==> src/rtl/dct32_pkg.sv <==
// ============================================================================
// dct32_pkg
// Shared types, constants and basis function of the 32-point forward DCT row.
// ============================================================================
package dct32_pkg;

    localparam int POINTS  = 32;
    localparam int IDX_W   = $clog2(POINTS);
    localparam int SMP_W   = 16;
    localparam int SHIFT_W = 5;
    localparam int ACC_W   = 28;
    // rounding sum: holds the accumulator plus a rounding term of up to 1 << 30
    localparam int RND_W   = ACC_W + 5;
    localparam int COEF_W  = 8;
    localparam logic [SHIFT_W-1:0] SHIFT_RESET = 5'd4;
    localparam logic [0:0] REG_SHIFT = 1'b0;

    typedef enum logic [1:0] {
        t_ST_FILL,
        t_ST_MAC,
        t_ST_OUT
    } t_state;

    typedef struct packed {
        logic             rd_en;
        logic [IDX_W-1:0] rd_addr;
    } t_rd_ctrl;

    function automatic logic signed [COEF_W-1:0] cos_mag(input logic [5:0] m);
        logic signed [COEF_W-1:0] v;
        begin
            unique case (m)
                6'd0:  v = 8'sd64;  6'd1:  v = 8'sd90;  6'd2:  v = 8'sd90;
                6'd3:  v = 8'sd90;  6'd4:  v = 8'sd89;  6'd5:  v = 8'sd88;
                6'd6:  v = 8'sd87;  6'd7:  v = 8'sd85;  6'd8:  v = 8'sd83;
                6'd9:  v = 8'sd82;  6'd10: v = 8'sd80;  6'd11: v = 8'sd78;
                6'd12: v = 8'sd75;  6'd13: v = 8'sd73;  6'd14: v = 8'sd70;
                6'd15: v = 8'sd67;  6'd16: v = 8'sd64;  6'd17: v = 8'sd61;
                6'd18: v = 8'sd57;  6'd19: v = 8'sd54;  6'd20: v = 8'sd50;
                6'd21: v = 8'sd46;  6'd22: v = 8'sd43;  6'd23: v = 8'sd38;
                6'd24: v = 8'sd36;  6'd25: v = 8'sd31;  6'd26: v = 8'sd25;
                6'd27: v = 8'sd22;  6'd28: v = 8'sd18;  6'd29: v = 8'sd13;
                6'd30: v = 8'sd9;   6'd31: v = 8'sd4;
                default: v = 8'sd0;
            endcase
            return v;
        end
    endfunction

    function automatic logic signed [COEF_W-1:0] basis(input logic [IDX_W-1:0] k,
                                                      input logic [IDX_W-1:0] n);
        logic [6:0] m;
        logic [6:0] odd;
        logic [13:0] prod;
        begin
            odd  = {n, 1'b1};
            prod = {7'd0, 2'b00, k} * {7'd0, odd};
            m    = prod[6:0];
            if (m > 7'd64) m = 7'd0 - m;
            if (m > 7'd32) return -cos_mag(6'(7'd64 - m));
            return cos_mag(m[5:0]);
        end
    endfunction

endpackage

==> src/rtl/dct32_ram.sv <==
// ============================================================================
// dct32_ram
// Generic single-port-write, single-port-read RAM with registered read.
// ============================================================================
module dct32_ram #(
    parameter int WIDTH = 16,
    parameter int DEPTH = 32
) (
    input  logic                     i_clk,
    input  logic                     i_we,
    input  logic [$clog2(DEPTH)-1:0] i_waddr,
    input  logic [WIDTH-1:0]         i_wdata,
    input  logic                     i_re,
    input  logic [$clog2(DEPTH)-1:0] i_raddr,
    output logic [WIDTH-1:0]         o_rdata
);
    logic [WIDTH-1:0] r_mem [DEPTH];
    logic [WIDTH-1:0] r_rdata;

    always_ff @(posedge i_clk) begin
        if (i_we) r_mem[i_waddr] <= i_wdata;
        if (i_re) r_rdata <= r_mem[i_raddr];
    end

    assign o_rdata = r_rdata;
endmodule

==> src/rtl/dct32_mac.sv <==
// ============================================================================
// dct32_mac
// Multiply-accumulate datapath: one sample times one basis entry per cycle,
// then round, shift and wrap.
// ============================================================================
module dct32_mac (
    input  logic                              i_clk,
    input  logic                              i_clear,
    input  logic                              i_mul_en,
    input  logic signed [dct32_pkg::SMP_W-1:0]  i_sample,
    input  logic signed [dct32_pkg::COEF_W-1:0] i_coef,
    input  logic                              i_acc_en,
    input  logic [dct32_pkg::SHIFT_W-1:0]      i_shift,
    output logic signed [dct32_pkg::SMP_W-1:0]  o_result
);
    import dct32_pkg::*;

    logic signed [SMP_W+COEF_W-1:0] r_prod;
    logic signed [ACC_W-1:0]        r_acc;
    logic signed [RND_W-1:0]        rnd;
    logic signed [RND_W-1:0]        shifted;

    always_ff @(posedge i_clk) begin
        if (i_mul_en) r_prod <= i_sample * i_coef;
        if (i_clear) r_acc <= '0;
        else if (i_acc_en) r_acc <= r_acc + ACC_W'(r_prod);
    end

    always_comb begin
        rnd = RND_W'(r_acc);
        if (i_shift != '0) rnd = rnd + (RND_W'(1) <<< (i_shift - 1'b1));
        shifted = rnd >>> i_shift;
    end

    assign o_result = shifted[SMP_W-1:0];
endmodule

==> src/rtl/dct_32x32_forward_stage.sv <==
// ============================================================================
// dct_32x32_forward_stage
// One 32-point forward integer DCT row pass over a 32x32 block.
// ============================================================================
// Input channel: i_valid/o_stall carry one signed sample per transfer, with
// i_zero_row looked at on the row's 32nd sample. Output channel:
// o_valid/i_stall carry one coefficient per transfer with its index k, the
// row number, last (k = 31) and block_done (k = 31 of row 31).
// Samples fill a 32-entry row RAM at one per cycle. After the 32nd sample
// the input stalls while each coefficient is computed on a single
// multiplier, through the RAM read register, product register and
// accumulator, then the result sits in the output register until taken. A
// row is thus done only when all 32 coefficients have been taken; the shared
// multiply-accumulate loop sets the row rate.
// Zero rows skip the loop and give zero coefficients.
// Reset clears counters, state and the shift register (to 4); the row RAM
// holds garbage until written. A stalled output holds its value and the
// block waits. Shift is written over the APB port at address 0.
// ============================================================================
module dct_32x32_forward_stage (
    input  logic        i_clk,
    input  logic        i_rst_n,
    input  logic        i_valid,
    output logic        o_stall,
    input  logic [15:0] i_sample,
    input  logic        i_zero_row,
    output logic        o_valid,
    input  logic        i_stall,
    output logic [15:0] o_coefficient,
    output logic [4:0]  o_coeff_index,
    output logic [4:0]  o_row_index,
    output logic        o_last,
    output logic        o_block_done,
    input  logic        psel,
    input  logic        penable,
    input  logic        pwrite,
    input  logic [2:0]  paddr,
    input  logic [31:0] pwdata,
    output logic [31:0] prdata,
    output logic        pready
);
    import dct32_pkg::*;

    t_state r_state, n_state;
    logic [IDX_W-1:0]   r_scount, r_rcount, r_k, r_n;
    logic [IDX_W:0]     r_step;
    logic               r_zero;
    logic [SHIFT_W-1:0] r_shift;
    logic               r_ovalid;
    logic [SMP_W-1:0]   r_coef;
    logic [IDX_W-1:0]   r_ok, r_orow;
    logic               r_olast, r_odone;
    logic               r_v1, r_v2;
    logic [IDX_W-1:0]   r_n1;
    t_rd_ctrl           rd;
    logic               in_acc, out_acc, mac_done;
    logic [SMP_W-1:0]   rdata;
    logic signed [SMP_W-1:0] mac_res;

    assign pready = 1'b1;
    assign prdata = {{(32-SHIFT_W){1'b0}}, r_shift};
    assign o_stall = (r_state != t_ST_FILL);
    assign in_acc  = i_valid && !o_stall;
    assign out_acc = r_ovalid && !i_stall;
    assign mac_done = (r_state == t_ST_MAC) && (r_step == (IDX_W+1)'(POINTS + 2));

    always_comb begin
        rd.rd_en   = (r_state == t_ST_MAC) && !r_zero;
        rd.rd_addr = r_n;
    end

    dct32_ram #(.WIDTH(SMP_W), .DEPTH(POINTS)) u_ram (
        .i_clk   (i_clk),
        .i_we    (in_acc),
        .i_waddr (r_scount),
        .i_wdata (i_sample),
        .i_re    (rd.rd_en),
        .i_raddr (rd.rd_addr),
        .o_rdata (rdata)
    );

    dct32_mac u_mac (
        .i_clk    (i_clk),
        .i_clear  (r_state != t_ST_MAC),
        .i_mul_en (r_v1),
        .i_sample (signed'(rdata)),
        .i_coef   (basis(r_k, r_n1)),
        .i_acc_en (r_v2),
        .i_shift  (r_shift),
        .o_result (mac_res)
    );

    always_comb begin
        n_state = r_state;
        unique case (r_state)
            t_ST_FILL: if (in_acc && r_scount == IDX_W'(POINTS-1)) n_state = t_ST_MAC;
            t_ST_MAC:  if (r_zero || mac_done) n_state = t_ST_OUT;
            t_ST_OUT:  if (out_acc) n_state = (r_ok == IDX_W'(POINTS-1)) ? t_ST_FILL : t_ST_MAC;
            default:   n_state = t_ST_FILL;
        endcase
    end

    always_ff @(posedge i_clk) begin
        if (!i_rst_n) begin
            r_state  <= t_ST_FILL;
            r_scount <= '0;
            r_rcount <= '0;
            r_k      <= '0;
            r_n      <= '0;
            r_step   <= '0;
            r_shift  <= SHIFT_RESET;
            r_ovalid <= 1'b0;
            r_v1     <= 1'b0;
            r_v2     <= 1'b0;
            r_zero   <= 1'b0;
        end else begin
            r_state <= n_state;
            if (psel && penable && pwrite && paddr[2] == REG_SHIFT && paddr[1:0] == 2'b00)
                r_shift <= pwdata[SHIFT_W-1:0];
            if (in_acc) begin
                r_scount <= r_scount + 1'b1;
                if (r_scount == IDX_W'(POINTS-1)) begin
                    r_zero <= i_zero_row;
                    r_k    <= '0;
                end
            end
            r_v1 <= rd.rd_en && r_step < (IDX_W+1)'(POINTS);
            r_v2 <= r_v1;
            r_n1 <= r_n;
            if (r_state == t_ST_MAC) begin
                r_n    <= r_n + 1'b1;
                r_step <= r_step + 1'b1;
            end else begin
                r_n    <= '0;
                r_step <= '0;
            end
            if (r_state == t_ST_MAC && (r_zero || mac_done)) begin
                r_ovalid <= 1'b1;
                r_coef   <= r_zero ? '0 : mac_res;
                r_ok     <= r_k;
                r_orow   <= r_rcount;
                r_olast  <= (r_k == IDX_W'(POINTS-1));
                r_odone  <= (r_k == IDX_W'(POINTS-1)) && (r_rcount == IDX_W'(POINTS-1));
            end else if (out_acc) begin
                r_ovalid <= 1'b0;
                r_k      <= r_k + 1'b1;
                if (r_ok == IDX_W'(POINTS-1)) r_rcount <= r_rcount + 1'b1;
            end
        end
    end

    assign o_valid       = r_ovalid;
    assign o_coefficient = r_coef;
    assign o_coeff_index = r_ok;
    assign o_row_index   = r_orow;
    assign o_last        = r_olast;
    assign o_block_done  = r_odone;

`ifndef SYNTHESIS
    a_no_in_busy: assert property (@(posedge i_clk) disable iff (!i_rst_n)
        (r_state != t_ST_FILL) |-> !in_acc) else $error("input taken while busy");
    a_valid_out: assert property (@(posedge i_clk) disable iff (!i_rst_n)
        r_ovalid |-> (r_state == t_ST_OUT)) else $error("valid outside output state");
    a_done_last: assert property (@(posedge i_clk) disable iff (!i_rst_n)
        (r_ovalid && r_odone) |-> r_olast) else $error("block_done without last");
`endif
endmodule

==> config.mk <==
export PLATFORM = sky130hd
export DESIGN_NAME = dct_32x32_forward_stage
export DESIGN_NICKNAME = d
export VERILOG_FILES = /design/src/rtl/dct32_pkg.sv /design/src/rtl/dct32_ram.sv /design/src/rtl/dct32_mac.sv /design/src/rtl/dct_32x32_forward_stage.sv
export SDC_FILE = /design/constraint.sdc
export NUM_CORES = 1
export LEC_CHECK = 0
export ABC_AREA = 1
export BUFFER_PORTS_ARGS = -buffer_cell sky130_fd_sc_hd__clkbuf_2
export CORE_UTILIZATION = 63
export DETAILED_ROUTE_END_ITERATION = 10
export PLACE_DENSITY = 0.87
export RECOVER_POWER = 25
export SKIP_LAST_GASP = 1
export SYNTH_ARGS = -nofsm -noshare
export SYNTH_HDL_FRONTEND = slang
export SYNTH_SLANG_ARGS = --single-unit
==> constraint.sdc <==
create_clock -name i_clk -period 12.9 [get_ports i_clk]
set_input_delay 3.225 -clock i_clk [delete_from_list [all_inputs] [get_ports i_clk]]
set_output_delay 3.225 -clock i_clk [all_outputs]
set_load 0.05 [all_outputs]
==> metrics.md <==
| Metric | Value |
|---|---|
| Outcome | `finished with violations` |
| Violated checks | `capacitance limit, slew limit` |
| Clk Latency, worst-skew pair | `0.64 ns` |
| GRT Total Usage | `0.320` |
| CTS buffer count | `67` |
| Initial Util | `0.644` |
| First-pass GRT wire length | `147000 um` |
| Synth area leaders | `edfxtp_1 48%, fa_1 6.2%, o21ai_0 5.3%` |
| Maxcap violations | `7` |
| Top cell type's share of synthesized area | `0.480` |
| Final hold violation count | `0` |
| Worst path required time | `13.28 ns` |
| H-tree level count | `3` |
| CTS tree | `built` |
| Synth Register Bits | `650` |
| Final instance area | `39700 um^2` |
| Hold Buf Count CTS | `0` |
| # nets final | `4084` |
| Number of diodes | `0` |
| Worst-path maximum fanout | `14` |
| Commonest non-fill, non-tap cells in the layout | `585 x edfxtp_1, 515 x nor2_1, 460 x nand2_1` |
| Setup-failing EPs final | `0` |
| Syn avg cell area | `9.73 um^2` |
| Area share of fa/ha/maj cells after synthesis | `0.108` |
| Share of cells above drive strength 1 | `0.0763` |
| RSZ-0062 raised after global routing | `false` |
| Via density | `6.23` |
| VDD IR max | `0.000176 V` |
| Die area | `59000 um^2` |
| Seq/Total Area, Yosys | `0.516` |
| Fin crit share | `0.830` |
| Synth Area in XOR/XNOR | `0.0163` |
| Commonest non-fill, non-tap cell in the layout | `edfxtp_1` |
| Gate power share | `0.025` |
| Multiplexer share of the synthesized area | `0` |
| Sw frac | `0.216` |
| Post-synth EDFFs | `585` |
| Crit path kind | `flop to flop` |
| Psw | `0.943 mW` |
| R2r setup slk | `2.20 ns` |
| Die X | `243 um` |
| Leakage | `15.9 nW` |
| I/O Buffers | `66` |
| Minimum clock period | `10.70 ns` |
| WL/cell | `20.6 um` |
| Async SR Flop Fraction | `0` |
| Via count | `28583` |
| Total Wirelength | `94400 um` |
| TNS Setup | `0 ns` |
| Critical-path top delay cell | `o21ai_1` |
| DP Area | `37500 um^2` |
| Skew final | `0.0448 ns` |
| Distinct cells, synth | `60` |
| Slew Limit Fails | `347` |
| Main flop type after synthesis | `edfxtp_1` |
| # fillers | `4006` |
| Largest family of logic cells by synthesized area | `simple AND/OR/NAND/NOR gates` |
| Setup Fix Bufs, Post-CTS | `0` |
| Worst slew pin tran | `3.54 ns` |
| Final ANT Viol Nets | `0` |
| Setup crit end kind | `flop` |
| Largest stage delay, worst path | `0.78 ns` |
| Post-Synth Simple-Gate Area | `0.162` |
| PostCTS Resize Cnt | `0` |
| Slew headroom | `-1.36` |
| CP arrival | `11.09 ns` |
| Clock Sinks | `650` |
| Internal power | `3.42 mW` |
| CP most frequent cell | `inv_1` |
| HPWL after DPL | `60800 um` |
| Min-Delay Path Class | `flop to flop` |
| Max frequency | `93.4 MHz` |
| Placement row count | `87` |
| Area delta synth->final | `8.43%` |
| Largest net degree at the start of global routing | `96` |
| Io pins | `122` |
| Number of remaining DRC errors | `0` |
| Detailed Routing Iterations Pass 1 | `6` |
| Die Ht | `243 um` |
| YS warnings | `0` |
| Placeable Area | `56800 um^2` |
| Grt total ovfl | `0` |
| Part of the power in the clock network | `0.446` |
| Initial drt markers | `3279` |
| Post-Synthesis Cell Area | `36600 um^2` |
| Clk slew on worst S/H paths | `0.06 ns` |
| Compound-Gate Fraction of Synth Area | `0.133` |
| Root Buffer | `clkbuf_16` |
| Nature of the critical path startpoint | `flop` |
| Vias in the first global route | `27611` |
| Sequential power share | `0.529` |
| CTS Buffer Depth | `3` |
| Antenna violations before repair | `0` |
| Pwr dens | `110 nW/um^2` |
| Routability Congestion | `0.980` |
| Post-synth top area cell | `edfxtp_1` |
| Syn Inst Count | `3759` |
==> cells by family (layout without fill, tap and decap cells) <==
group                    Yosys count  after routing
AND/OR/NAND/NOR                 1371           1371
AO/OA/AOI/OAI                    833            833
flip-flops                       650            650
buffers and inverters            589            633
adder cells (fa/ha/maj)          247            247
XOR/XNOR                          67             67
other                              2             28
==> power groups by stage <==
stage / registers [mW] / clock network, mW / logic (mW)
after floorplan: 2.35 / 0 / 0.0592
after global placement: 2.35 / 0 / 0.102
after detailed placement: 2.35 / 0 / 0.104
after CTS: 2.31 / 1.96 / 0.106
after global routing: 2.31 / 2.04 / 0.113
final: 2.31 / 1.95 / 0.108
==> critical path: cells and delay by family, from the launching register on <==
family | cells | cell delay, ns
adder cells (fa/ha/maj) | 11 | 4.54
flip-flops | 1 | 0.56
AO/OA/AOI/OAI | 8 | 1.98
AND/OR/NAND/NOR | 16 | 2.13
buffers and inverters | 10 | 0.95
XOR/XNOR | 2 | 0.29
==> layout make-up <==
class	instances	area (um^2)	area share
Multi-Input combinational cell	2546	15400	0.389
Clock inverter	38	412	0.0104
Clock buffer	82	1780	0.0448
Timing Repair Buffer	125	744	0.0188
Sequential cell	650	18900	0.476
Tap cell	756	946	0.0239
Inverter	388	1480	0.0372
==> per-stage QoR <==
stage / util / std cells / power (mW) / worst slack, ns / hold slack [ns]
2_1_floorplan: - / 3785 / 2.41 / 3.77 / 0.406
3_3_place_gp: 0.660 / 4465 / 2.45 / 2.56 / 0.417
3_5_place_dp: 0.660 / 4465 / 2.46 / 2.27 / 0.423
4_1_cts: 0.699 / 4585 / 4.37 / 2.30 / 0.438
5_1_grt: 0.698 / 4585 / 4.46 / 1.47 / 0.444
6_report: 0.698 / 4585 / 4.37 / 2.20 / 0.439
==> synth_stat cells, types with 4 or more instances <==
cell,n
a21o_1,6
a21oi_1,189
a21oi_2,5
a221oi_1,17
a31oi_1,21
a32oi_1,16
buf_1,21
buf_2,8
buf_4,32
buf_6,5
clkbuf_1,135
clkinv_1,4
dfxtp_1,65
edfxtp_1,585
fa_1,114
ha_1,133
inv_1,379
nand2_1,460
nand2_2,6
nand2_4,6
nand3_1,275
nand3_2,9
nand3_4,7
nand4_1,13
nor2_1,517
nor2_2,14
nor3_1,33
nor4_1,6
o211ai_1,25
o21a_1,4
o21ai_0,389
o21bai_1,15
o221ai_1,45
o22ai_1,80
or2_2,12
xnor2_1,19
xor2_1,47
==> state kept, by name, indices dropped and copies added (netlist names), 5 cells and up <==
name           flops
r_shift            5
r_k                5
u_ram.o_rdata     16
u_mac.r_prod      24
o_coeff_index      5
o_coefficient     16
r_scount           5
u_mac.r_acc       28
r_step             6
o_row_index        5
r_n                5
r_n1               5
r_rcount           5
u_ram.r_mem      512
==> path summary, 6_finish.rpt <==
kind              cells after the start         from                to
setup reg to reg                     47       r_k[2]  u_mac.r_prod[22]
setup / recovery                     47       r_k[2]  u_mac.r_prod[22]
hold / removal                        0  r_rcount[3]    o_row_index[3]
hold reg to reg                       0  r_rcount[3]    o_row_index[3]
==> routing by layer <==
metal  vias to the layer above  track usage  wire, um
li1                      13062            -         -
met1                     13483        0.378     33600
met2                      1710        0.549     46600
met3                       328       0.0544      8450
met4                         0        0.191      5710
met5                         -            0         0
(Power assumes the default switching activity.)
